$ cat config.mk
export PLATFORM = sky130hd
export DESIGN_NAME = periodic_timer_bank_core
export DESIGN_NICKNAME = d
export VERILOG_FILES = /design/src/sv/ptb_pkg.sv /design/src/sv/ptb_out_reg.sv /design/src/sv/periodic_timer_bank_core.sv
export VERILOG_INCLUDE_DIRS = /design/src /design/src/sv
export SDC_FILE = /design/constraint.sdc
export NUM_CORES = 1
export LEC_CHECK = 0
export BUFFER_PORTS_ARGS = -buffer_cell sky130_fd_sc_hd__buf_2
export CORE_MARGIN = 2
export CORE_UTILIZATION = 34
export CTS_CLUSTER_DIAMETER = 40
export DETAILED_ROUTE_END_ITERATION = 10
export GPL_ROUTABILITY_DRIVEN = 0
export PLACE_DENSITY_LB_ADDON = 0.3
export SLEW_MARGIN = 20
export SYNTH_ARGS = -nofsm -noshare
export SYNTH_HDL_FRONTEND = slang
export SYNTH_SLANG_ARGS = --single-unit
$ cat constraint.sdc
create_clock -name i_clk -period 11.25 [get_ports i_clk]
set_input_delay 2.25 -clock i_clk [delete_from_list [all_inputs] [get_ports i_clk]]
set_output_delay 2.25 -clock i_clk [all_outputs]
set_load 0.02 [all_outputs]
$ cat src/sv/assert_macros.svh
// Assertion helpers for the RTL core. Every check is sampled on the
// rising edge of i_clk and is switched off while i_rst_n is low.
`ifndef ASSERT_MACROS_SVH
`define ASSERT_MACROS_SVH

// The consequent must hold in the same cycle as the antecedent.
`define ASSERT_SAME(lbl, ante, cons, msg) \
    lbl: assert property (@(posedge i_clk) disable iff (!i_rst_n) (ante) |-> (cons)) \
        else $error(msg);

// The consequent must hold in the cycle after the antecedent.
`define ASSERT_NEXT(lbl, ante, cons, msg) \
    lbl: assert property (@(posedge i_clk) disable iff (!i_rst_n) (ante) |=> (cons)) \
        else $error(msg);

`endif

$ cat src/sv/ptb_pkg.sv
package ptb_pkg;

    localparam int NUM_TIMERS = 16;
    localparam int COUNT_BITS = 16;
    localparam int RESULT_CAP = 16;

    localparam int SLOT_BITS  = (NUM_TIMERS > 1) ? $clog2(NUM_TIMERS) : 1;
    localparam int ALLOC_BITS = $clog2(NUM_TIMERS + 1);
    localparam int CNT_BITS   = $clog2(RESULT_CAP + 1);
    localparam int CMP_BITS   = (ALLOC_BITS > 4) ? ALLOC_BITS : 4;

    typedef enum logic [1:0] {
        CMD_TICK    = 2'd0,
        CMD_CREATE  = 2'd1,
        CMD_RESTART = 2'd2
    } t_cmd;

    typedef enum logic [1:0] {
        KIND_CREATED = 2'd0,
        KIND_FULL    = 2'd1,
        KIND_FIRED   = 2'd2
    } t_kind;

    typedef enum logic [2:0] {
        ST_IDLE,
        ST_CREATE,
        ST_RESTART,
        ST_SCAN,
        ST_FLUSH
    } t_state;

    typedef struct packed {
        t_kind      kind;
        logic [3:0] slot;
        logic       last;
    } t_result;

    typedef struct packed {
        logic [COUNT_BITS-1:0] reload;
        logic [COUNT_BITS-1:0] remaining;
    } t_entry;

    // Slot numbers leave the block as four bits.
    function automatic logic [3:0] to_slot4(input logic [SLOT_BITS-1:0] idx);
        logic [SLOT_BITS+3:0] wide;
        wide = {4'b0000, idx};
        return wide[3:0];
    endfunction

    // Keep the low COUNT_BITS bits of the 16-bit period field.
    function automatic logic [COUNT_BITS-1:0] fit_count(input logic [15:0] p);
        logic [COUNT_BITS+15:0] wide;
        wide = {{COUNT_BITS{1'b0}}, p};
        return wide[COUNT_BITS-1:0];
    endfunction

endpackage

$ cat src/sv/ptb_out_reg.sv
// Output holding register: takes one result from the engine and presents it
// on the master side until the consumer takes it.
module ptb_out_reg (
    input  logic             i_clk,
    input  logic             i_rst_n,
    input  logic             i_push,
    input  ptb_pkg::t_result i_result,
    input  logic             i_ready,
    output logic             o_can_push,
    output logic             o_valid,
    output ptb_pkg::t_result o_result
);

    logic             r_valid;
    ptb_pkg::t_result r_result;

    assign o_can_push = !r_valid || i_ready;
    assign o_valid    = r_valid;
    assign o_result   = r_result;

    always_ff @(posedge i_clk) begin
        if (!i_rst_n) begin
            r_valid <= 1'b0;
        end else if (o_can_push) begin
            r_valid <= i_push;
        end
    end

    always_ff @(posedge i_clk) begin
        if (o_can_push && i_push) begin
            r_result <= i_result;
        end
    end

endmodule

$ cat src/sv/periodic_timer_bank_core.sv
// Channel   Direction  Ports                 Contents
// s_axis    in         tvalid/tready/tdata   tuser: command; tdata: period, target_slot
// m_axis    out        tvalid/tready/tdata   tuser: kind; tdata: slot; tlast: last
//
// One item is worked on at a time. Before the block accepts again, a create
// passes the create state, a restart of a created slot the restart state, a
// tick on a used bank the scan state over its slots and then the flush state;
// any other item stays in idle. One memory read port feeds an unstalled scan a
// slot per cycle. A stalled output holds the create, scan or flush in place.
// Reset clears the control state and slot count, not the timer memory.
`include "assert_macros.svh"

module periodic_timer_bank_core (
    input  logic        i_clk,
    input  logic        i_rst_n,
    input  logic        s_axis_tvalid,
    output logic        s_axis_tready,
    // tdata: [15:0] period, [19:16] target_slot, [23:20] zero
    input  logic [23:0] s_axis_tdata,
    // tuser: [1:0] command
    input  logic [1:0]  s_axis_tuser,
    output logic        m_axis_tvalid,
    input  logic        m_axis_tready,
    // tdata: [3:0] slot, [7:4] zero
    output logic [7:0]  m_axis_tdata,
    // tuser: [1:0] kind
    output logic [1:0]  m_axis_tuser,
    output logic        m_axis_tlast
);

    // Control and slot bookkeeping.
    ptb_pkg::t_state                  r_state, n_state;
    logic [ptb_pkg::ALLOC_BITS-1:0]   r_alloc, n_alloc;
    logic [ptb_pkg::SLOT_BITS-1:0]    r_idx, n_idx;
    logic [ptb_pkg::COUNT_BITS-1:0]   r_period, n_period;
    logic                             r_hold_valid, n_hold_valid;
    logic [ptb_pkg::SLOT_BITS-1:0]    r_hold_slot, n_hold_slot;
    logic [ptb_pkg::CNT_BITS-1:0]     r_fire_cnt, n_fire_cnt;

    // Timer memory: one word per slot with reload value and current count.
    ptb_pkg::t_entry                  r_mem [ptb_pkg::NUM_TIMERS];
    ptb_pkg::t_entry                  r_rdata;
    logic                             mem_we, mem_re;
    logic [ptb_pkg::SLOT_BITS-1:0]    mem_waddr, mem_raddr;
    ptb_pkg::t_entry                  mem_wdata;

    // Output path.
    logic                             push, can_push, out_valid;
    ptb_pkg::t_result                 push_result, out_result;

    ptb_pkg::t_cmd                    cmd;
    logic                             accept;
    logic                             bank_full, target_ok, fire, can_hold, need_push, stall;
    logic [ptb_pkg::ALLOC_BITS-1:0]   alloc_dec;
    logic [ptb_pkg::CMP_BITS-1:0]     target_ext, alloc_ext;

    assign cmd        = ptb_pkg::t_cmd'(s_axis_tuser);
    assign accept     = s_axis_tvalid && s_axis_tready;
    assign bank_full  = (r_alloc == ptb_pkg::ALLOC_BITS'(ptb_pkg::NUM_TIMERS));
    assign alloc_dec  = r_alloc - ptb_pkg::ALLOC_BITS'(1);
    assign target_ext = ptb_pkg::CMP_BITS'(s_axis_tdata[19:16]);
    assign alloc_ext  = ptb_pkg::CMP_BITS'(r_alloc);
    assign target_ok  = (target_ext < alloc_ext);

    // During the scan, r_rdata holds the word of slot r_idx.
    assign fire      = (r_rdata.remaining == '0);
    // A new fire is kept only while fewer than RESULT_CAP fires were kept.
    assign can_hold  = (r_fire_cnt < ptb_pkg::CNT_BITS'(ptb_pkg::RESULT_CAP));
    // A kept fire goes out as soon as a later one shows it was not the last.
    assign need_push = fire && can_hold && r_hold_valid;
    assign stall     = need_push && !can_push;

    assign s_axis_tready = (r_state == ptb_pkg::ST_IDLE);

    // Next state.
    always_comb begin
        n_state = r_state;
        unique case (r_state)
            ptb_pkg::ST_IDLE: begin
                if (accept) begin
                    unique case (cmd)
                        ptb_pkg::CMD_TICK: begin
                            if (r_alloc != '0) begin
                                n_state = ptb_pkg::ST_SCAN;
                            end
                        end
                        ptb_pkg::CMD_CREATE: begin
                            n_state = ptb_pkg::ST_CREATE;
                        end
                        ptb_pkg::CMD_RESTART: begin
                            if (target_ok) begin
                                n_state = ptb_pkg::ST_RESTART;
                            end
                        end
                        default: begin
                            n_state = ptb_pkg::ST_IDLE;
                        end
                    endcase
                end
            end
            ptb_pkg::ST_CREATE: begin
                if (can_push) begin
                    n_state = ptb_pkg::ST_IDLE;
                end
            end
            ptb_pkg::ST_RESTART: begin
                n_state = ptb_pkg::ST_IDLE;
            end
            ptb_pkg::ST_SCAN: begin
                if (!stall && r_idx == '0) begin
                    n_state = ptb_pkg::ST_FLUSH;
                end
            end
            ptb_pkg::ST_FLUSH: begin
                if (!r_hold_valid || can_push) begin
                    n_state = ptb_pkg::ST_IDLE;
                end
            end
            default: begin
                n_state = ptb_pkg::ST_IDLE;
            end
        endcase
    end

    // Memory access, result pushes and bookkeeping.
    always_comb begin
        n_alloc      = r_alloc;
        n_idx        = r_idx;
        n_period     = r_period;
        n_hold_valid = r_hold_valid;
        n_hold_slot  = r_hold_slot;
        n_fire_cnt   = r_fire_cnt;
        mem_we       = 1'b0;
        mem_waddr    = r_idx;
        mem_wdata    = r_rdata;
        mem_re       = 1'b0;
        mem_raddr    = r_idx;
        push         = 1'b0;
        push_result  = '{kind: ptb_pkg::KIND_FIRED, slot: ptb_pkg::to_slot4(r_hold_slot),
                         last: 1'b0};
        unique case (r_state)
            ptb_pkg::ST_IDLE: begin
                if (accept) begin
                    n_period = ptb_pkg::fit_count(s_axis_tdata[15:0]);
                    if (cmd == ptb_pkg::CMD_TICK) begin
                        // Start the scan at the newest slot.
                        n_idx        = alloc_dec[ptb_pkg::SLOT_BITS-1:0];
                        n_hold_valid = 1'b0;
                        n_fire_cnt   = '0;
                        mem_re       = (r_alloc != '0);
                        mem_raddr    = alloc_dec[ptb_pkg::SLOT_BITS-1:0];
                    end else if (cmd == ptb_pkg::CMD_RESTART) begin
                        n_idx     = target_ext[ptb_pkg::SLOT_BITS-1:0];
                        mem_re    = target_ok;
                        mem_raddr = target_ext[ptb_pkg::SLOT_BITS-1:0];
                    end
                end
            end
            ptb_pkg::ST_CREATE: begin
                push_result.slot = '0;
                push_result.last = 1'b1;
                push_result.kind = ptb_pkg::KIND_FULL;
                if (!bank_full) begin
                    push_result.kind = ptb_pkg::KIND_CREATED;
                    push_result.slot = ptb_pkg::to_slot4(r_alloc[ptb_pkg::SLOT_BITS-1:0]);
                end
                if (can_push) begin
                    push = 1'b1;
                    if (!bank_full) begin
                        mem_we    = 1'b1;
                        mem_waddr = r_alloc[ptb_pkg::SLOT_BITS-1:0];
                        mem_wdata = '{reload: r_period, remaining: r_period};
                        n_alloc   = r_alloc + ptb_pkg::ALLOC_BITS'(1);
                    end
                end
            end
            ptb_pkg::ST_RESTART: begin
                mem_we    = 1'b1;
                mem_wdata = '{reload: r_rdata.reload, remaining: r_rdata.reload};
            end
            ptb_pkg::ST_SCAN: begin
                if (!stall) begin
                    mem_we = 1'b1;
                    if (fire) begin
                        mem_wdata.remaining = r_rdata.reload;
                    end else begin
                        mem_wdata.remaining = r_rdata.remaining
                                              - ptb_pkg::COUNT_BITS'(1);
                    end
                    push = need_push;
                    if (fire && can_hold) begin
                        n_hold_valid = 1'b1;
                        n_hold_slot  = r_idx;
                        n_fire_cnt   = r_fire_cnt + ptb_pkg::CNT_BITS'(1);
                    end
                    if (r_idx != '0) begin
                        n_idx     = r_idx - ptb_pkg::SLOT_BITS'(1);
                        mem_re    = 1'b1;
                        mem_raddr = r_idx - ptb_pkg::SLOT_BITS'(1);
                    end
                end
            end
            ptb_pkg::ST_FLUSH: begin
                // The fire still held is the last one of this tick.
                push_result.last = 1'b1;
                if (r_hold_valid && can_push) begin
                    push         = 1'b1;
                    n_hold_valid = 1'b0;
                end
            end
            default: begin
                push = 1'b0;
            end
        endcase
    end

    always_ff @(posedge i_clk) begin
        if (!i_rst_n) begin
            r_state      <= ptb_pkg::ST_IDLE;
            r_alloc      <= '0;
            r_hold_valid <= 1'b0;
            r_fire_cnt   <= '0;
        end else begin
            r_state      <= n_state;
            r_alloc      <= n_alloc;
            r_hold_valid <= n_hold_valid;
            r_fire_cnt   <= n_fire_cnt;
        end
    end

    always_ff @(posedge i_clk) begin
        r_idx       <= n_idx;
        r_period    <= n_period;
        r_hold_slot <= n_hold_slot;
    end

    // Synchronous memory with one write and one registered read port.
    always_ff @(posedge i_clk) begin
        if (mem_we) begin
            r_mem[mem_waddr] <= mem_wdata;
        end
        if (mem_re) begin
            r_rdata <= r_mem[mem_raddr];
        end
    end

    ptb_out_reg u_out_reg (
        .i_clk      (i_clk),
        .i_rst_n    (i_rst_n),
        .i_push     (push),
        .i_result   (push_result),
        .i_ready    (m_axis_tready),
        .o_can_push (can_push),
        .o_valid    (out_valid),
        .o_result   (out_result)
    );

    assign m_axis_tvalid = out_valid;
    assign m_axis_tdata  = {4'b0000, out_result.slot};
    assign m_axis_tuser  = out_result.kind;
    assign m_axis_tlast  = out_result.last;

    // The slot count never passes the size of the bank.
    `ASSERT_SAME(a_alloc_range, 1'b1,
        r_alloc <= ptb_pkg::ALLOC_BITS'(ptb_pkg::NUM_TIMERS),
        "slot count beyond bank size")
    // A scan step blocked by the output keeps its slot and its state.
    `ASSERT_NEXT(a_stall_holds, r_state == ptb_pkg::ST_SCAN && stall,
        r_state == ptb_pkg::ST_SCAN && $stable(r_idx),
        "stalled scan moved on")
    // Finishing slot zero always leads to the flush of the held fire.
    `ASSERT_NEXT(a_scan_ends, r_state == ptb_pkg::ST_SCAN && !stall && r_idx == '0,
        r_state == ptb_pkg::ST_FLUSH,
        "scan did not end after slot zero")
    // A held fire is always counted.
    `ASSERT_SAME(a_hold_counted, r_hold_valid, r_fire_cnt != '0,
        "held fire without count")

endmodule

==> results.md <==
- Run status: finished, final reports clean
- Die height: 268 um
- Nets: 1569
- CP Launch Type: input port
- Power per cell area: 194 mW/mm^2
- Initial Util: 0.344
- CTS sink count: 590
- Tmin final: 5.93 ns
- Final Skew: 0.0312 ns
- H-tree levels: 3
- Dpl cells: 2380
- Max-cap viol count: 0
- Share of cells above drive strength 1: 0.154
- Cell count after synthesis: 1454
- Worst-Margin Slew: 1.19 ns
- Post-CTS Setup Bufs: 0
- Total GRT Usage: 0.165
- Synth area leaders: edfxtp_1, mux2i_1, o22ai_1, dfxtp_1, nand2_1
- Critical Path AT: 6.28 ns
- Post-route ant nets: 0
- Area leader, netlist: edfxtp_1
- # hold bufs at CTS: 0
- Final Hold Fails: 0
- Core area: 0.0687 mm^2
- Sequential area share after synthesis: 0.741
- Drt drc: 0
- CP max FO: 130
- Clock Latency Late Sink: 0.63 ns
- Final Max Tran Viols: 0
- TNS Setup: 0 ns
- P_leak: 9.64 nW
- Root Driver: clkbuf_16
- Reg clk slew, reported paths: 0.05 ns
- Post-Layout Cell Count: 2519
- Avg Inst Size Synth: 16.3 um^2
- Setup Viol. Count Final: 0
- Kind of critical path: in -> reg
- First-pass GRT wire length: 86.1 mm
- Most frequent cells in the layout: edfxtp_1, mux2i_1, o22ai_1
- Req. time, crit path: 11.61 ns
- Worst vdd ir: 0.107 mV
- Post-synth ARST share: 0
- Commonest non-fill, non-tap cell in the layout: edfxtp_1
- Die ar.: 0.0717 mm^2
- Total power: 5.36 mW
- Most common flop cell mapped by yosys: edfxtp_1
- Max Root-Sink Buffers: 3
- Largest net degree at the start of global routing: 131
- Hpwl dp: 30.3 mm
- Drt first-iter violations: 1230
- R2R Setup Slk: 6.17 ns
- Rel. slew slack: 0.208
- PortBufs: 34
- Post-CTS sizing: 0
- Synthesized area: 0.0237 mm^2
- Top-area cell type share of the netlist area: 0.725
- Final Cycle Share: 0.527
- Routed via count: 13300
- Die Span X: 268 um
- Total gr overflow: 0
- Floorplan row count: 96
- Antenna violations before repair: 0
- Fill cells: 6274
- Register bit total from synthesis: 590
- Vias per cell: 5.30
- F_max: 0.169 GHz
- RSZ-0062 raised after global routing: no
- Critical path endpoint category: register
- Hold WC Path Type: reg -> reg
- Vias in the first global route: 13100
- Fin Hold WS: 0.480 ns
- Diode count: 0
- I/O pin total: 43
- CTS tree: done
- Final WL: 58.9 mm
- Number of flops mapped to enable cells by yosys: 571
- Area growth syn-to-layout: 16.8%
- Router iterations before antenna repair: 6
- Syn. warnings: 0
- TritonCTS Buffers: 78
- Count of different cell masters after synthesis: 65
- DR WL/cell: 23.4 um
==> cell families after synthesis <==
family	synth area share
DFF	0.741
other	0.000158
muxes	0.111
buffers and inverters	0.0228
xor gates and xnor gates	0.00555
and+or+nand+nor	0.0512
adders and majority gates	0.00529
AOI/OAI and AO/OA	0.0637
==> worst paths after layout <==
kind                         startpoint                         end  cells after the start
max                       s_axis_tvalid       r_rdata[13]$_DFFE_PP_                     11
min          r_fire_cnt[3]$_SDFFE_PN0P_  r_fire_cnt[3]$_SDFFE_PN0P_                      1
max reg2reg        r_rdata[3]$_DFFE_PP_       r_rdata[13]$_DFFE_PP_                     10
min reg2reg  r_fire_cnt[3]$_SDFFE_PN0P_  r_fire_cnt[3]$_SDFFE_PN0P_                      1
==> through the flow <==
step | area [um^2] | setup WS (ns) | util
6_report | 27600 | 5.32 | 0.402
5_1_grt | 27600 | 5.02 | 0.402
4_1_cts | 27600 | 5.21 | 0.402
3_5_place_dp | 25000 | 4.55 | 0.364
3_3_place_gp | 25000 | 4.63 | 0.364
2_1_floorplan | 23700 | 5.99 | -
==> where the power goes <==
part / switching, mW / internal (mW)
Clock: 0.965 / 1.47
Combinational: 0.283 / 0.172
Sequential: 0.0198 / 2.45
Total: 1.27 / 4.10
==> metal layers <==
layer / GRT usage / vias up / routed length (um)
li1: - / 5922 / -
met1: 0.238 / 6847 / 27200
met2: 0.256 / 457 / 26700
met3: 0.0274 / 114 / 3460
met4: 0.0531 / 0 / 1520
met5: 0 / - / 0
==> sequential cells by signal, summed over array words and instances, names as in the netlist <==
register	count
r_mem	512
r_fire_cnt	5
r_hold_slot	4
r_hold_valid	1
u_out_reg.o_valid	1
u_out_reg.o_result	7
r_state	3
r_idx	4
alloc_ext	5
r_period	16
r_rdata	32
==> cell type report <==
cell class,instances,area (um^2),area share
Multi-Input combinational cell,765,5800,0.210
Clock inverter,56,616,0.0223
Tap cell,931,1160,0.0421
Inverter,22,82.6,0.00299
Clock buffer,83,1970,0.0713
Sequential cell,590,17500,0.634
Timing Repair Buffer,72,480,0.0174
==> cells in the mapped netlist (all sizes together), types with 3 or more instances <==
cell type and instances:
edfxtp 571, mux2i 258, o22ai 131, nand2 91
buf 48, nor2 42, o21ai 41, or4 35
clkbuf 32, inv 21, dfxtp 19, nand3 19
xnor2 13, nor3 12, a21oi 11, ha 10
nand2b 8, nor4 7, or3 7, a21boi 6
a211oi 5, a222oi 5, or2 5, and2 4
o211ai 4, o31ai 4, a21o 3, a221o 3
a31oi 3, mux2 3
==> worst max-delay path, stage by stage <==
cell      delay [ns]
buf_2           0.11
nand2_1         0.30
inv_1           0.56
o211ai_1        0.26
o31ai_1         0.14
a31oi_4         0.19
buf_12          0.56
buf_12          0.62
mux2i_1         0.28
o22ai_1         0.11
or4_1           0.54
No activity file was read; power rests on OpenSTA's default activity.
